`config.mk`:
```
export PLATFORM = sky130hd
export DESIGN_NAME = chm_mod
export DESIGN_NICKNAME = d
export VERILOG_FILES = /design/src/sv/chm_pkg.sv /design/src/sv/chm_mod.sv
export SDC_FILE = /design/constraint.sdc
export NUM_CORES = 1
export LEC_CHECK = 0
export ABC_AREA = 1
export ABC_CLOCK_PERIOD_IN_PS = 13200
export BUFFER_PORTS_ARGS = -buffer_cell sky130_fd_sc_hd__buf_2
export CAP_MARGIN = 20
export CORE_UTILIZATION = 60
export DETAILED_ROUTE_END_ITERATION = 10
export HOLD_SLACK_MARGIN = 0.02
export PLACE_DENSITY = 0.78
export RECOVER_POWER = 25
export SETUP_SLACK_MARGIN = 0.3
export SLEW_MARGIN = 20
export SYNTH_ARGS = -nofsm -noshare
export SYNTH_HDL_FRONTEND = slang
export SYNTH_SLANG_ARGS = --single-unit
```
`constraint.sdc`:
```
create_clock -name clk -period 13.2 [get_ports clk]
set_input_delay 1.32 -clock clk [delete_from_list [all_inputs] [get_ports clk]]
set_output_delay 1.32 -clock clk [all_outputs]
set_load 0.02 [all_outputs]
```
`src/sv/chm_pkg.sv`:
```
package chm_pkg;

	localparam int MAX_BUCKETS  = 256;
	localparam int POOL_ENTRIES = 1024;

	localparam int LINK_W = $clog2(POOL_ENTRIES + 1);
	localparam int IDX_W  = $clog2(POOL_ENTRIES);
	localparam int BKT_W  = $clog2(MAX_BUCKETS);
	localparam int NB_W   = $clog2(MAX_BUCKETS + 1);
	localparam int CNT_W  = 11;
	localparam int BCFG_W = 9;
	localparam int KEY_W  = 32;
	localparam int VAL_W  = 32;

	localparam int MOD_DIGITS = 4;
	localparam int MOD_CYCLES = KEY_W / MOD_DIGITS;
	localparam int MODC_W     = $clog2(MOD_CYCLES);

	localparam logic [LINK_W-1:0] NIL_LINK   = LINK_W'(POOL_ENTRIES);
	localparam logic [BCFG_W-1:0] BCNT_RESET = BCFG_W'(16);

	typedef enum logic [1:0] {
		CMD_INSERT = 2'd0,
		CMD_REMOVE = 2'd1,
		CMD_LOOKUP = 2'd2,
		CMD_NOP    = 2'd3
	} cmd_t;

	typedef enum logic [1:0] {
		ST_OK     = 2'd0,
		ST_MISS   = 2'd1,
		ST_FULL   = 2'd2,
		ST_UNUSED = 2'd3
	} status_t;

	typedef enum logic [3:0] {
		S_IDLE,
		S_DIV,
		S_HEAD,
		S_HEADW,
		S_NODE,
		S_RESOLVE,
		S_FREAD,
		S_REM2,
		S_FIN
	} state_t;

	typedef struct packed {
		logic [KEY_W-1:0]  key;
		logic [VAL_W-1:0]  value;
		logic [LINK_W-1:0] link;
	} node_t;

endpackage

```
`src/sv/chm_mod.sv`:
```
module chm_mod import chm_pkg::*; (
	input  logic              clk,
	input  logic              arst_n,
	input  logic              start,
	input  logic [KEY_W-1:0]  key,
	input  logic [NB_W-1:0]   divisor,
	output logic              done,
	output logic [BKT_W-1:0]  bucket
);

	logic [KEY_W-1:0]  dvd_q;
	logic [NB_W-1:0]   rem_q;
	logic [MODC_W-1:0] cnt_q;
	logic              neg_q;
	logic              run_q;
	logic              done_q;
	logic [NB_W:0]     r;
	logic [NB_W-1:0]   fix;

	always_comb begin
		r = {1'b0, rem_q};
		for (int i = 0; i < MOD_DIGITS; i++) begin
			r = {r[NB_W-1:0], dvd_q[KEY_W-1-i]};
			if (r >= {1'b0, divisor}) begin
				r = r - {1'b0, divisor};
			end
		end
	end

	always_comb begin
		fix = rem_q;
		if (neg_q && (rem_q != '0)) begin
			fix = divisor - rem_q;
		end
	end

	assign bucket = fix[BKT_W-1:0];
	assign done   = done_q;

	always_ff @(posedge clk or negedge arst_n) begin
		if (!arst_n) begin
			run_q  <= 1'b0;
			done_q <= 1'b0;
			cnt_q  <= '0;
		end else begin
			done_q <= 1'b0;
			if (start) begin
				run_q <= 1'b1;
				cnt_q <= '0;
			end else if (run_q) begin
				cnt_q <= cnt_q + 1'b1;
				if (cnt_q == MODC_W'(MOD_CYCLES - 1)) begin
					run_q  <= 1'b0;
					done_q <= 1'b1;
				end
			end
		end
	end

	always_ff @(posedge clk) begin
		if (start) begin
			neg_q <= key[KEY_W-1];
			dvd_q <= key[KEY_W-1] ? (~key + 1'b1) : key;
			rem_q <= '0;
		end else if (run_q) begin
			rem_q <= r[NB_W-1:0];
			dvd_q <= dvd_q << MOD_DIGITS;
		end
	end

endmodule

```
==> results.txt <==
row count: 33
result of the run: finished, final reports clean
Max H-tree Level: 2
Seq/Total Area, Yosys: 0.255
post-cts gate resize count: 0
design area: 5510 um2
vias per cell: 5.45
Warnings, synthesis: 0
Num CTS Buffers: 5
Core Area: 8220 um2
Max Clock Freq: 126 MHz
Arr. time, crit path: 8150 ps
Worst Path Required: 13,400 ps
Final Cycle Share: 0.602
CTS tree: done
CTS max path bufs: 2
Synth Net Count: 820
Primary FF master, synth: edfxtp_1
CP dominant cell by count: nand2_1
post-route DRC violation count: 0
hold slack: 527 ps
number of standard cells after synthesis: 725
starting DRC count in detailed routing: 291
Die ar.: 8840 um2
DRT Wirelength: 12,200 um
Initial Utilization: 0.618
die height: 94 um
CP max-delay cell: fa_1
ant diodes: 0
number of global-route vias before repair: 4,523
antenna-violating nets left: 0
Die X: 94 um
Clock Root Buffer: clkbuf_8
category of the worst setup path launch point: primary input
initial antenna violation count: 0
CP Capture Type: register
Fin Clk Skew: 9.54 ps
worst min-delay path class: register to register
post-CTS setup buffer count: 0
Crit Path Max Fanout: 17
most frequent cells in the layout: 196 x nand2_1, 106 x inv_1, 58 x o21ai_0
hpwl dp: 10,100 um
Final Setup Violations: 0
global route overflow: 0
drt first pass iters: 5
Post-Syn Area: 5080 um2
Worst Tran Pin Value: 1110 ps
pins over their slew limit: 0
Final Hold Fails: 0
syn avg cell area: 7.00 um2
GP Congestion: 0.984
CP peak stage delay: 550 ps
Reg clk slew, reported paths: 90 ps
number of enable flip-flop cells after synthesis: 33
Total GRT Usage: 0.291
via count: 4,769
Skew-Pair Late Insertion Delay: 310 ps
Async S/R FF share, synth: 0.106
commonest non-fill, non-tap cell in the layout: nand2_1
Synth Register Bits: 47
pin count of the biggest net entering global routing: 32
RSZ-0062 raised after global routing: false
Final min period: 7950 ps
setup TNS: 0 ps
Max-slew headroom: 0.259
Max Cap Viol: 0
routed wire length per instance: 14.0 um
Sink Count: 47
DP Area: 5410 um2
first-pass GRT wire length: 20,000 um
synth-to-layout area growth: 8.52%
final-stage net count: 864
IO Pins: 53
# hold bufs at CTS: 0
type of the worst setup path: primary input to register
share of cells above drive strength 1: 0.112
post-synthesis cell type count: 43
PortBufs: 52
[synthesized netlist by cell type, drive strengths merged (3+ instances only)]
master,n,area share
o21ai,60,0.059
or2,3,0.0037
nand3b,4,0.0059
nand3,42,0.051
edfxtp,33,0.20
nor3,11,0.011
a21oi,30,0.034
xor2,36,0.062
fa,5,0.020
nand2,209,0.17
inv,108,0.080
nor2,53,0.043
xnor2,16,0.028
clkbuf,11,0.0081
dfxtp,9,0.035
nor4,3,0.0037
o41ai,3,0.0052
dfrtp,5,0.025
ha,46,0.11
nand4,13,0.016
buf,6,0.0091
a31oi,8,0.0099
[final cells by class]
class / count / area, um2
tap: 105 / 131
clock buffer: 5 / 68.8
inverter: 108 / 405
timing repair buffer: 54 / 274
clock inverter: 3 / 46.3
sequential: 47 / 1300
multi-input combinational: 553 / 3290
fill: 774 / 2710
[layer usage]
layer / global-route usage / part of all wire / wire length [um] / up-vias
met1: 0.356 / 0.43 / 5290 / 2134
li1: - / - / - / 2454
met5: 0 / 0 / 0 / -
met2: 0.499 / 0.48 / 5890 / 140
met3: 0.0332 / 0.042 / 515 / 41
met4: 0.159 / 0.042 / 516 / 0
[final timing paths]
| check | slack (ps) | end | cells after the start | startpoint |
|---|---|---|---|---|
| min | 530 | cnt_q[1] | 1 | cnt_q[1] |
| min in group asynchronous | 840 | cnt_q[0] | 1 | arst_n |
| max | 5250 | rem_q[3] | 43 | divisor[1] |
| min reg2reg | 530 | cnt_q[1] | 1 | cnt_q[1] |
| max in group asynchronous | 12150 | cnt_q[2] | 1 | arst_n |
| max reg2reg | 6040 | rem_q[3] | 44 | dvd_q[31] |
[sequential cells by signal, summed over array words and instances, names as in the netlist]
register  cells
done          1
neg_q         1
dvd_q        32
run_q         1
cnt_q         3
rem_q         9
[critical path, delay by kind of cell]
kind                     cells  cell delay, ps
AND/OR/NAND/NOR             23            2460
buffers and inverters        7             780
AO/OA/AOI/OAI                9            1790
adder cells (fa/ha/maj)      4            1790
[cell families after synthesis]
kind of cell             count (synthesis)  share of synthesized area
AO/OA/AOI/OAI                          112                      0.125
XOR/XNOR                                52                     0.0897
adder cells (fa/ha/maj)                 51                      0.133
buffers and inverters                  125                     0.0971
flip-flops                              47                      0.255
AND/OR/NAND/NOR                        338                      0.300
[stage by stage]
step | cells | utilization | worst slack (ps)
after floorplan | 725 | - | 5850
after global placement | 866 | 0.656 | 5120
after detailed placement | 867 | 0.658 | 4970
after CTS | 875 | 0.672 | 5290
after global routing | 875 | 0.671 | 4530
final | 875 | 0.671 | 5250
Power is not shown: default switching activity piles up to over one toggle a cycle in this logic, so the estimate is an artifact.
