$ cat src/sv/chm_ram.sv
module chm_ram #(
	parameter int WIDTH = 8,
	parameter int DEPTH = 16
) (
	input  logic                     clk,
	input  logic                     we,
	input  logic [$clog2(DEPTH)-1:0] waddr,
	input  logic [WIDTH-1:0]         wdata,
	input  logic [$clog2(DEPTH)-1:0] raddr,
	output logic [WIDTH-1:0]         rdata
);

	logic [WIDTH-1:0] mem [DEPTH];

	always_ff @(posedge clk) begin
		if (we) begin
			mem[waddr] <= wdata;
		end
		rdata <= mem[raddr];
	end

endmodule

$ cat config.mk
export PLATFORM = sky130hd
export DESIGN_NAME = chm_ram
export DESIGN_NICKNAME = d
export VERILOG_FILES = /design/src/sv/chm_ram.sv
export SDC_FILE = /design/constraint.sdc
export NUM_CORES = 1
export LEC_CHECK = 0
export BUFFER_PORTS_ARGS = -buffer_cell sky130_fd_sc_hd__buf_2
export CORE_MARGIN = 2
export CORE_UTILIZATION = 35
export DETAILED_ROUTE_END_ITERATION = 6
export SYNTH_ARGS = -nofsm -noshare
export SYNTH_HDL_FRONTEND = slang
export SYNTH_SLANG_ARGS = --single-unit
$ cat constraint.sdc
create_clock -name clk -period 5.25 [get_ports clk]
set_input_delay 0.7875 -clock clk [delete_from_list [all_inputs] [get_ports clk]]
set_output_delay 0.7875 -clock clk [all_outputs]
set_load 0.02 [all_outputs]
==> flow_summary.ini, run 1 <==
[floorplan]
die_w_um = 125
coreArea_sq_um = 14400
initial_utilization_pct = 35.7
die_y_um = 125
design.portCount = 26
rows = 44
die_area_sq_um = 15700

[setup_path]
r2r_start = mem[6][2]
r2r_slack_ns = 3.90
slowest_delay_ns = 0.80
slowest_stage = buf_2
endpoint_kind = flip-flop
cp_top_family = buffers and inverters
start_kind = input port
required_ns = 5.54
critical_path_class = input port to flip-flop
crit_path_cell_trace = buf_2 -> mux4_1 -> a22oi_1 -> nand2_1
crit_fanout = 32
reg2reg_depth = 3
worst-path-buf-inv = 1
arrival_ns = 2.64
r2r_end = rdata[2]

[synthesis]
synth.yosys.warnings = 0
synth_simple_gate_area_share_pct = 3.18
synth_cell_types = 19
synth-xor-area-share_pct = 0
netlist_instances = 229
yosys.area_share.adder_pct = 0
seq_area_frac_synth_pct = 77.8
ys_ff_latch = 136
avgSynthCellArea_sq_um = 22.5
postSynthNetCount = 247
synth_compound_area_share_pct = 2.33
synth_mux_area_share_pct = 15.0
synth_top_family_by_area = multiplexers
netlist_area_sq_um = 5150

[placed_design]
dpl_cell_area_sq_um = 5440
hpwl_um = 6400
io_buffers = 25
finalWeightedCongestion = 0.713

[layout]
mostFrequentLayoutCells = 128 x edfxtp_1, 25 x buf_2, 18 x mux4_2, 17 x clkbuf_16, 16 x a22oi_1
n_fill_cell = 1290
final_common_cell = edfxtp_1
num-nets-final = 284
area_growth_pct = 16.5
final_cell_area_sq_um = 6000
drive_gt1_share_pct = 27.6
num_antenna_cells = 0

[sta]
min_period_ns = 2.35
maxSlewHeadroom_pct = 28.0
rsz0062_at_grt = no
hold_viol = 0
timing.hold.ws_ns = 0.673
finClkSkew_ns = 0.00957
finalSetupTns_ns = 0
setup_viol = 0
worst_slew_pin_slew_ns = 1.08
period_share_pct = 44.7
fmax_ghz = 0.426
maxSlewViolCount = 0

[route]
dr.pass1.iters = 4
dr_wl_met3_um = 324
wl_um = 9810
highest_layer = met4
first_iter_violations = 196
num_vias = 2331
drc = 0
wl_met2_um = 4880
wl_per_cell_um = 21.2
met1Wirelength_um = 4500
routed_via_density = 5.03
antenna_left = 0

[min_path]
holdCritPathClass = flip-flop to flip-flop
min_delay_worst_endpoint = rdata[7]
whs_path_depth = 3
holdCritStartpoint = mem[14][7]

[pwr]
ir_worst_vdd_uv = 288
powerDensity_nw_per_um2 = 405
power_leakage_uw = 0.00199

[clock_network]
post_cts_buffers = 0
cts-buffers-inserted = 17
cts.sinks = 136
clk_pin_slew_ns = 0.06
cts_root_buffer = clkbuf_16
clockBufferDepth = 2
cts_resized = 0
clk_latency_ns = 0.41
cts_hold_buf = 0
htree_levels = 4
tritoncts = built

[grt]
grt_use_total_pct = 13.5
grt_max_degree = 33
grt_pass1_wl_um = 15100
grt_overflow_total = 0
grt_antenna_before_repair = 0
grt_pass1_vias = 2525

[outcome]
status = finished clean

[flow_run]
max_cap_viol_count = 0
[flip-flops by register name, indices dropped and copies added, names as in the netlist]
register  count
mem         128
rdata         8
[worst min-delay path: stages (launching register included)]
cell and delay, ns:
edfxtp_1 0.31, mux4_2 0.23, a22oi_1 0.06, nand2_1 0.05
[layer usage]
metal  GRT usage [%]  up-vias
met5               0        -
met4            5.10        0
met3            4.79        8
met2            21.2       44
met1            17.5     1234
li1                -     1045
[final cells by class]
type	count	area, sq um	area share, %
well taps	184	230	3.84
clock buffers	23	478	7.97
clock inverters	9	76.3	1.27
flip-flops and latches	136	4000	66.8
repair buffers	28	148	2.46
multi-input cells	83	1060	17.7
[worst max path at each step]
stage	start	to	slack, ns	depth (start not counted)
finish	raddr[0]	rdata[2]	2.90	4
global route	raddr[0]	rdata[5]	2.77	4
CTS	waddr[2]	mem[0][7]	2.81	3
detailed placement	waddr[2]	mem[0][0]	2.37	3
global placement	waddr[2]	mem[0][0]	2.40	3
floorplan	waddr[2]	mem[0][0]	2.97	2
[report_power, final]
group | leakage [uW] | total (uW) | internal, uW | switching, uW
combinational | 0.000487 | 115 | 43.8 | 71.2
clock | 0.000276 | 1090 | 683 | 411
sequential | 0.00122 | 1220 | 1210 | 6.54
[per-stage QoR]
stage | util, % | std cells | setup slack (ns) | total power [uW]
finish | 41.6 | 463 | 2.90 | 2430
global placement | 37.7 | 431 | 2.40 | 1360
floorplan | - | 229 | 2.97 | 1310
detailed placement | 37.7 | 431 | 2.37 | 1360
global route | 41.6 | 463 | 2.77 | 2510
CTS | 41.6 | 463 | 2.81 | 2460
[synthesized netlist by cell type]
library cell,number,area share (%)
nand3_1,1,0.097
edfxtp_1,128,75
mux4_2,18,7.9
and2b_1,1,0.15
and2_1,1,0.12
nand3b_1,2,0.29
clkdlybuf4s25_2,3,0.58
mux4_1,14,7.1
nor2_1,13,0.95
nor2b_1,1,0.12
a22oi_1,16,2.3
dfxtp_1,8,3.1
buf_2,3,0.29
buf_6,3,0.66
nand2_1,9,0.66
buf_4,1,0.15
nor3_1,4,0.39
or3b_2,1,0.17
nand2b_1,2,0.24
[logic make-up (layout without fill, tap and decap cells)]
| family | after synthesis | count (layout) |
|---|---|---|
| compound gates | 16 | 16 |
| buf+inv | 10 | 60 |
| flops | 136 | 136 |
| mux | 32 | 32 |
| simple gates | 35 | 35 |
No activity file was read; power rests on OpenSTA's default activity.
==> run 2: changes to the inputs <==
==> constraint.sdc (replaced) <==
create_clock -name clk -period 2.4 [get_ports clk]
set_input_delay 0.36 -clock clk [delete_from_list [all_inputs] [get_ports clk]]
set_output_delay 0.36 -clock clk [all_outputs]
set_load 0.02 [all_outputs]
==> run 2 against run 1 <==
Net effect: cell count grew 3.7%; power grew 120%; combinational power grew 130%; worst setup slack lost 1.9 ns; clock skew shrank 0.0035 ns; first-iteration DRC count grew 23%; sequential share of layout area shrank 1.3 points; worst hold slack lost 0.33 ns; non-clock buffer count grew 17; clock power grew 120%; routed wire length grew 4.1%; critical path type unchanged; largest cell class unchanged.
==> flow_summary.ini, run 2 (synthesis gave the netlist of run 1 again) <==
[pwr]
ir_worst_vdd_uv = 788
power_leakage_uw = 0.00207
finalPower_uw = 5310
powerDensity_nw_per_um2 = 867

[route]
num_vias = 2446
first_iter_violations = 241
antenna_left = 0
wl_um = 10200
wl_per_cell_um = 21.3
dr.pass1.iters = 4
drc = 0
routed_via_density = 5.10

[setup_path]
start_kind = input port
critical_path_class = input port to flip-flop
required_ns = 2.68
slowest_stage = mux4_1
r2r_end = rdata[4]
crit_fanout = 32
r2r_start = mem[10][4]
cp_top_family = multiplexers
slowest_delay_ns = 0.59
crit_path_cell_trace = buf_2 -> buf_12 -> mux4_1 -> a22oi_1 -> nand2_1
reg2reg_depth = 3
arrival_ns = 1.69
worst-path-buf-inv = 2
endpoint_kind = flip-flop
r2r_slack_ns = 1.07

[layout]
regMostFlops = mem
num-nets-final = 301
top_regs = mem (128), rdata (8)
n_fill_cell = 1257
final_cell_area_sq_um = 6120
area_growth_pct = 18.9
mostFrequentLayoutCells = 128 x edfxtp_1, 25 x buf_2, 19 x buf_4, 18 x mux4_2, 17 x clkbuf_16
multi_input_area_sq_um = 1060
seq_area_sq_um = 4000
final_common_cell = edfxtp_1
drive_gt1_share_pct = 29.7
num_antenna_cells = 0
largest_register_ffs = 128

[floorplan]
rows = 44
initial_utilization_pct = 35.7
die_area_sq_um = 15700
die_w_um = 125
coreArea_sq_um = 14400
die_y_um = 125
design.portCount = 26

[grt]
grt_overflow_total = 0
grt_pass1_vias = 2577
grt_use_total_pct = 13.8
grt_max_degree = 33
grt_antenna_before_repair = 0
grt_pass1_wl_um = 15600

[clock_network]
cts-buffers-inserted = 17
cts.sinks = 136
clk_pin_slew_ns = 0.05
cts_hold_buf = 0
clockBufferDepth = 2
cts_root_buffer = clkbuf_16
htree_levels = 4
cts_resized = 0
post_cts_buffers = 0
clk_latency_ns = 0.41
tritoncts = built

[sta]
maxSlewHeadroom_pct = 50.1
fmax_ghz = 0.711
rsz0062_at_grt = no
min_period_ns = 1.41
maxSlewViolCount = 0
finalSetupTns_ns = 0
finClkSkew_ns = 0.00603
worst_slew_pin_slew_ns = 0.745
setup_viol = 0
hold_viol = 0
period_share_pct = 58.6

[min_path]
holdCritStartpoint = wdata[4]
min_delay_worst_endpoint = mem[15][4]
whs_path_depth = 1
holdCritPathClass = input port to flip-flop

[placed_design]
io_buffers = 25
finalWeightedCongestion = 0.714
dpl_cell_area_sq_um = 5580
hpwl_um = 6670

[flow_run]
max_cap_viol_count = 0

[outcome]
status = finished clean
[run 2: cell types whose count changed in the layout (fill, tap and decap cells not counted), sizes merged]
cell / delta
buf: +17
clkinv: -4
clkinvlp: -1
clkbuf: +5
[run 2: report_power, final]
group | leakage (uW) | switching [uW] | internal (uW)
clock | 0.000266 | 869 | 1500
sequential | 0.00122 | 17.3 | 2660
combinational | 0.000580 | 158 | 106
[run 2: per-stage QoR]
step / cells / hold slack [ns] / utilization (%) / setup slack (ns)
5_1_grt: 480 / 0.342 / 42.4 / 0.913
6_report: 480 / 0.339 / 42.4 / 0.994
3_3_place_gp: 448 / 0.657 / 38.7 / 0.567
4_1_cts: 480 / 0.332 / 42.4 / 0.984
2_1_floorplan: 229 / 0.459 / - / 0.547
3_5_place_dp: 448 / 0.666 / 38.7 / 0.543
[run 2: final cells by class]
class                           count  share of cell area [%]
Sequential cell                   136                    65.4
Multi-Input combinational cell     83                    17.3
Clock inverter                      4                   0.736
Tap cell                          184                    3.76
Timing Repair Buffer               45                    4.70
Clock buffer                       28                    8.12
[run 2: worst max-delay path by stage]
stage / to / from / slack (ns) / cells after the start
2_1_floorplan: mem[0][0] / waddr[2] / 0.55 / 2
3_3_place_gp: rdata[3] / raddr[0] / 0.57 / 5
3_5_place_dp: rdata[4] / raddr[0] / 0.54 / 5
4_1_cts: rdata[4] / raddr[0] / 0.98 / 5
5_1_grt: rdata[4] / raddr[0] / 0.91 / 5
6_report: rdata[4] / raddr[0] / 0.99 / 5
[run 2: layer usage]
layer  up-vias  wire, um  track usage, %
met5         -         0               0
met4         0       102            4.31
met3        13       577            4.41
met2        59      4960            21.7
met1      1289      4560            18.5
li1       1085         -               -
==> run 3: changes to the inputs <==
==> constraint.sdc (replaced) <==
create_clock -name clk -period 1.3 [get_ports clk]
set_input_delay 0.195 -clock clk [delete_from_list [all_inputs] [get_ports clk]]
set_output_delay 0.195 -clock clk [all_outputs]
set_load 0.02 [all_outputs]
==> run 3 against run 2 <==
Net effect: worst setup slack worse by 0.99 ns; cell count up 3.1%; count of clock-buffer cells in the layout down 7; largest cell class unchanged; critical path type is now flip-flop to flip-flop.
==> flow_summary.ini, run 3 (synthesis gave the netlist of run 1 again) <==
[outcome]
status = finished clean

[setup_path]
crit_fanout = 1
critical_path_class = flip-flop to flip-flop
start_kind = flip-flop
arrival_ns = 1.59
path_depth = 3
required_ns = 1.60
crit_path_cell_trace = mux4_2 -> a22oi_2 -> nand2_1
reg2reg_depth = 3
slowest_delay_ns = 0.48
endpoint_kind = flip-flop
worst-path-buf-inv = 0
slowest_stage = mux4_2
cp_top_family = multiplexers

[grt]
grt_pass1_vias = 2667
grt_overflow_total = 0
grt_use_total_pct = 14.0
grt_max_degree = 18
grt_pass1_wl_um = 15800
grt_antenna_before_repair = 0

[sta]
rsz0062_at_grt = yes
finClkSkew_ns = 0.00838
period_share_pct = 99.6
fmax_ghz = 0.772
setup_ws_ns = 0.00481
worst_slew_pin_slew_ns = 0.966
min_period_ns = 1.30
hold_viol = 0
maxSlewHeadroom_pct = 35.5
setup_viol = 0
maxSlewViolCount = 0

[pwr]
p_int_uw = 8410
power_leakage_uw = 0.00218
powerDensity_nw_per_um2 = 1630
p_sw_uw = 2060
seq_power_share_pct = 47.1
ir_worst_vdd_uv = 844
clkPwrFrac_pct = 47.6
sw_frac_of_total_pct = 19.7
comb_power_share_pct = 5.3
finalPower_uw = 10500

[min_path]
holdCritPathClass = input port to flip-flop
whs_path_depth = 1

[placed_design]
place_ws_ns = -0.337
hpwl_um = 6840
finalWeightedCongestion = 0.744
io_buffers = 25

[route]
first_iter_violations = 151
routed_via_density = 5.02
wl_um = 10300
num_vias = 2483
antenna_left = 0
drc = 0
wl_per_cell_um = 20.8
dr.pass1.iters = 5

[clock_network]
post_cts_buffers = 0
tritoncts = built
clk_latency_ns = 0.41
cts_root_buffer = clkbuf_16
cts-buffers-inserted = 17
clockBufferDepth = 2
htree_levels = 4
clk_pin_slew_ns = 0.06
cts.sinks = 136

[floorplan]
die_y_um = 125
rows = 44
coreArea_sq_um = 14400
die_area_sq_um = 15700
initial_utilization_pct = 35.7
design.portCount = 26
die_w_um = 125

[layout]
area_growth_pct = 24.8
num-nets-final = 316
mostFrequentLayoutCells = 128 x edfxtp_1, 28 x buf_4, 27 x mux4_2, 25 x buf_2, 17 x clkbuf_16
num_antenna_cells = 0
top_regs = mem (128), rdata (8)
final_common_cell = edfxtp_1
drive_gt1_share_pct = 42.1
regMostFlops = mem
largest_register_ffs = 128

[flow_run]
max_cap_viol_count = 0
-- run 3: changes by cell type in the layout (fill, tap and decap cells not counted), sizes merged --
| cell | delta |
|---|---|
| clkbuf | -7 |
| clkinv | +1 |
| buf | +15 |
| clkinvlp | +2 |
| inv | +1 |
| bufinv | +3 |
-- run 3: worst paths after layout --
check	end	from	slack (ns)
worst max-delay path	rdata[1]	mem[0][1]	0.005
worst min-delay path	mem[2][6]	wdata[6]	0.16
worst max register to register	rdata[1]	mem[0][1]	0.005
worst min register to register	rdata[1]	mem[13][1]	0.67
-- run 3: power groups by stage --
stage | clock network [uW] | registers (uW) | logic (uW)
after floorplan | 0 | 5050 | 257
after global placement | 0 | 5020 | 536
after detailed placement | 0 | 5020 | 544
after CTS | 5070 | 4940 | 557
after global routing | 5260 | 4940 | 604
final | 4980 | 4930 | 556
-- run 3: final cells by class --
class	instances	area [sq um]
Tap cell	184	230
Timing Repair Buffer	60	475
Clock buffer	21	450
Clock inverter	11	171
Multi-Input combinational cell	83	1090
Sequential cell	136	4000
Fill cell	1252	8000
-- run 3: worst reg2reg max path, cell delays in order (launching register included) --
cell      delay, ns
edfxtp_1       0.38
mux4_2         0.48
a22oi_2        0.24
nand2_1        0.08
-- run 3: metrics by stage --
stage,hold slack [ns],area [sq um],setup TNS (ns),utilization [%],cells
floorplan,0.294,5190,-0.213,-,229
global placement,0.577,5800,-5.20,40.2,463
detailed placement,0.592,5800,-5.97,40.2,463
CTS,0.148,6430,0,44.6,495
global route,0.161,6430,-0.0643,44.6,495
finish,0.164,6430,0,44.6,495
-- run 3: repair_timing --
action	in CTS	in global routing
hold buffers	0	0
gates resized for setup	8	8
endpoints found under the setup margin	5	7
pin swaps	1	4
-- run 3: routing by layer --
metal | global-route usage [%] | wire [um] | part of all wire [%] | up-vias
li1 | - | - | - | 1102
met1 | 19.0 | 4580 | 45 | 1296
met2 | 20.8 | 4970 | 48 | 76
met3 | 4.15 | 644 | 6.3 | 9
met4 | 6.27 | 83 | 0.81 | 0
met5 | 0 | 0 | 0 | -
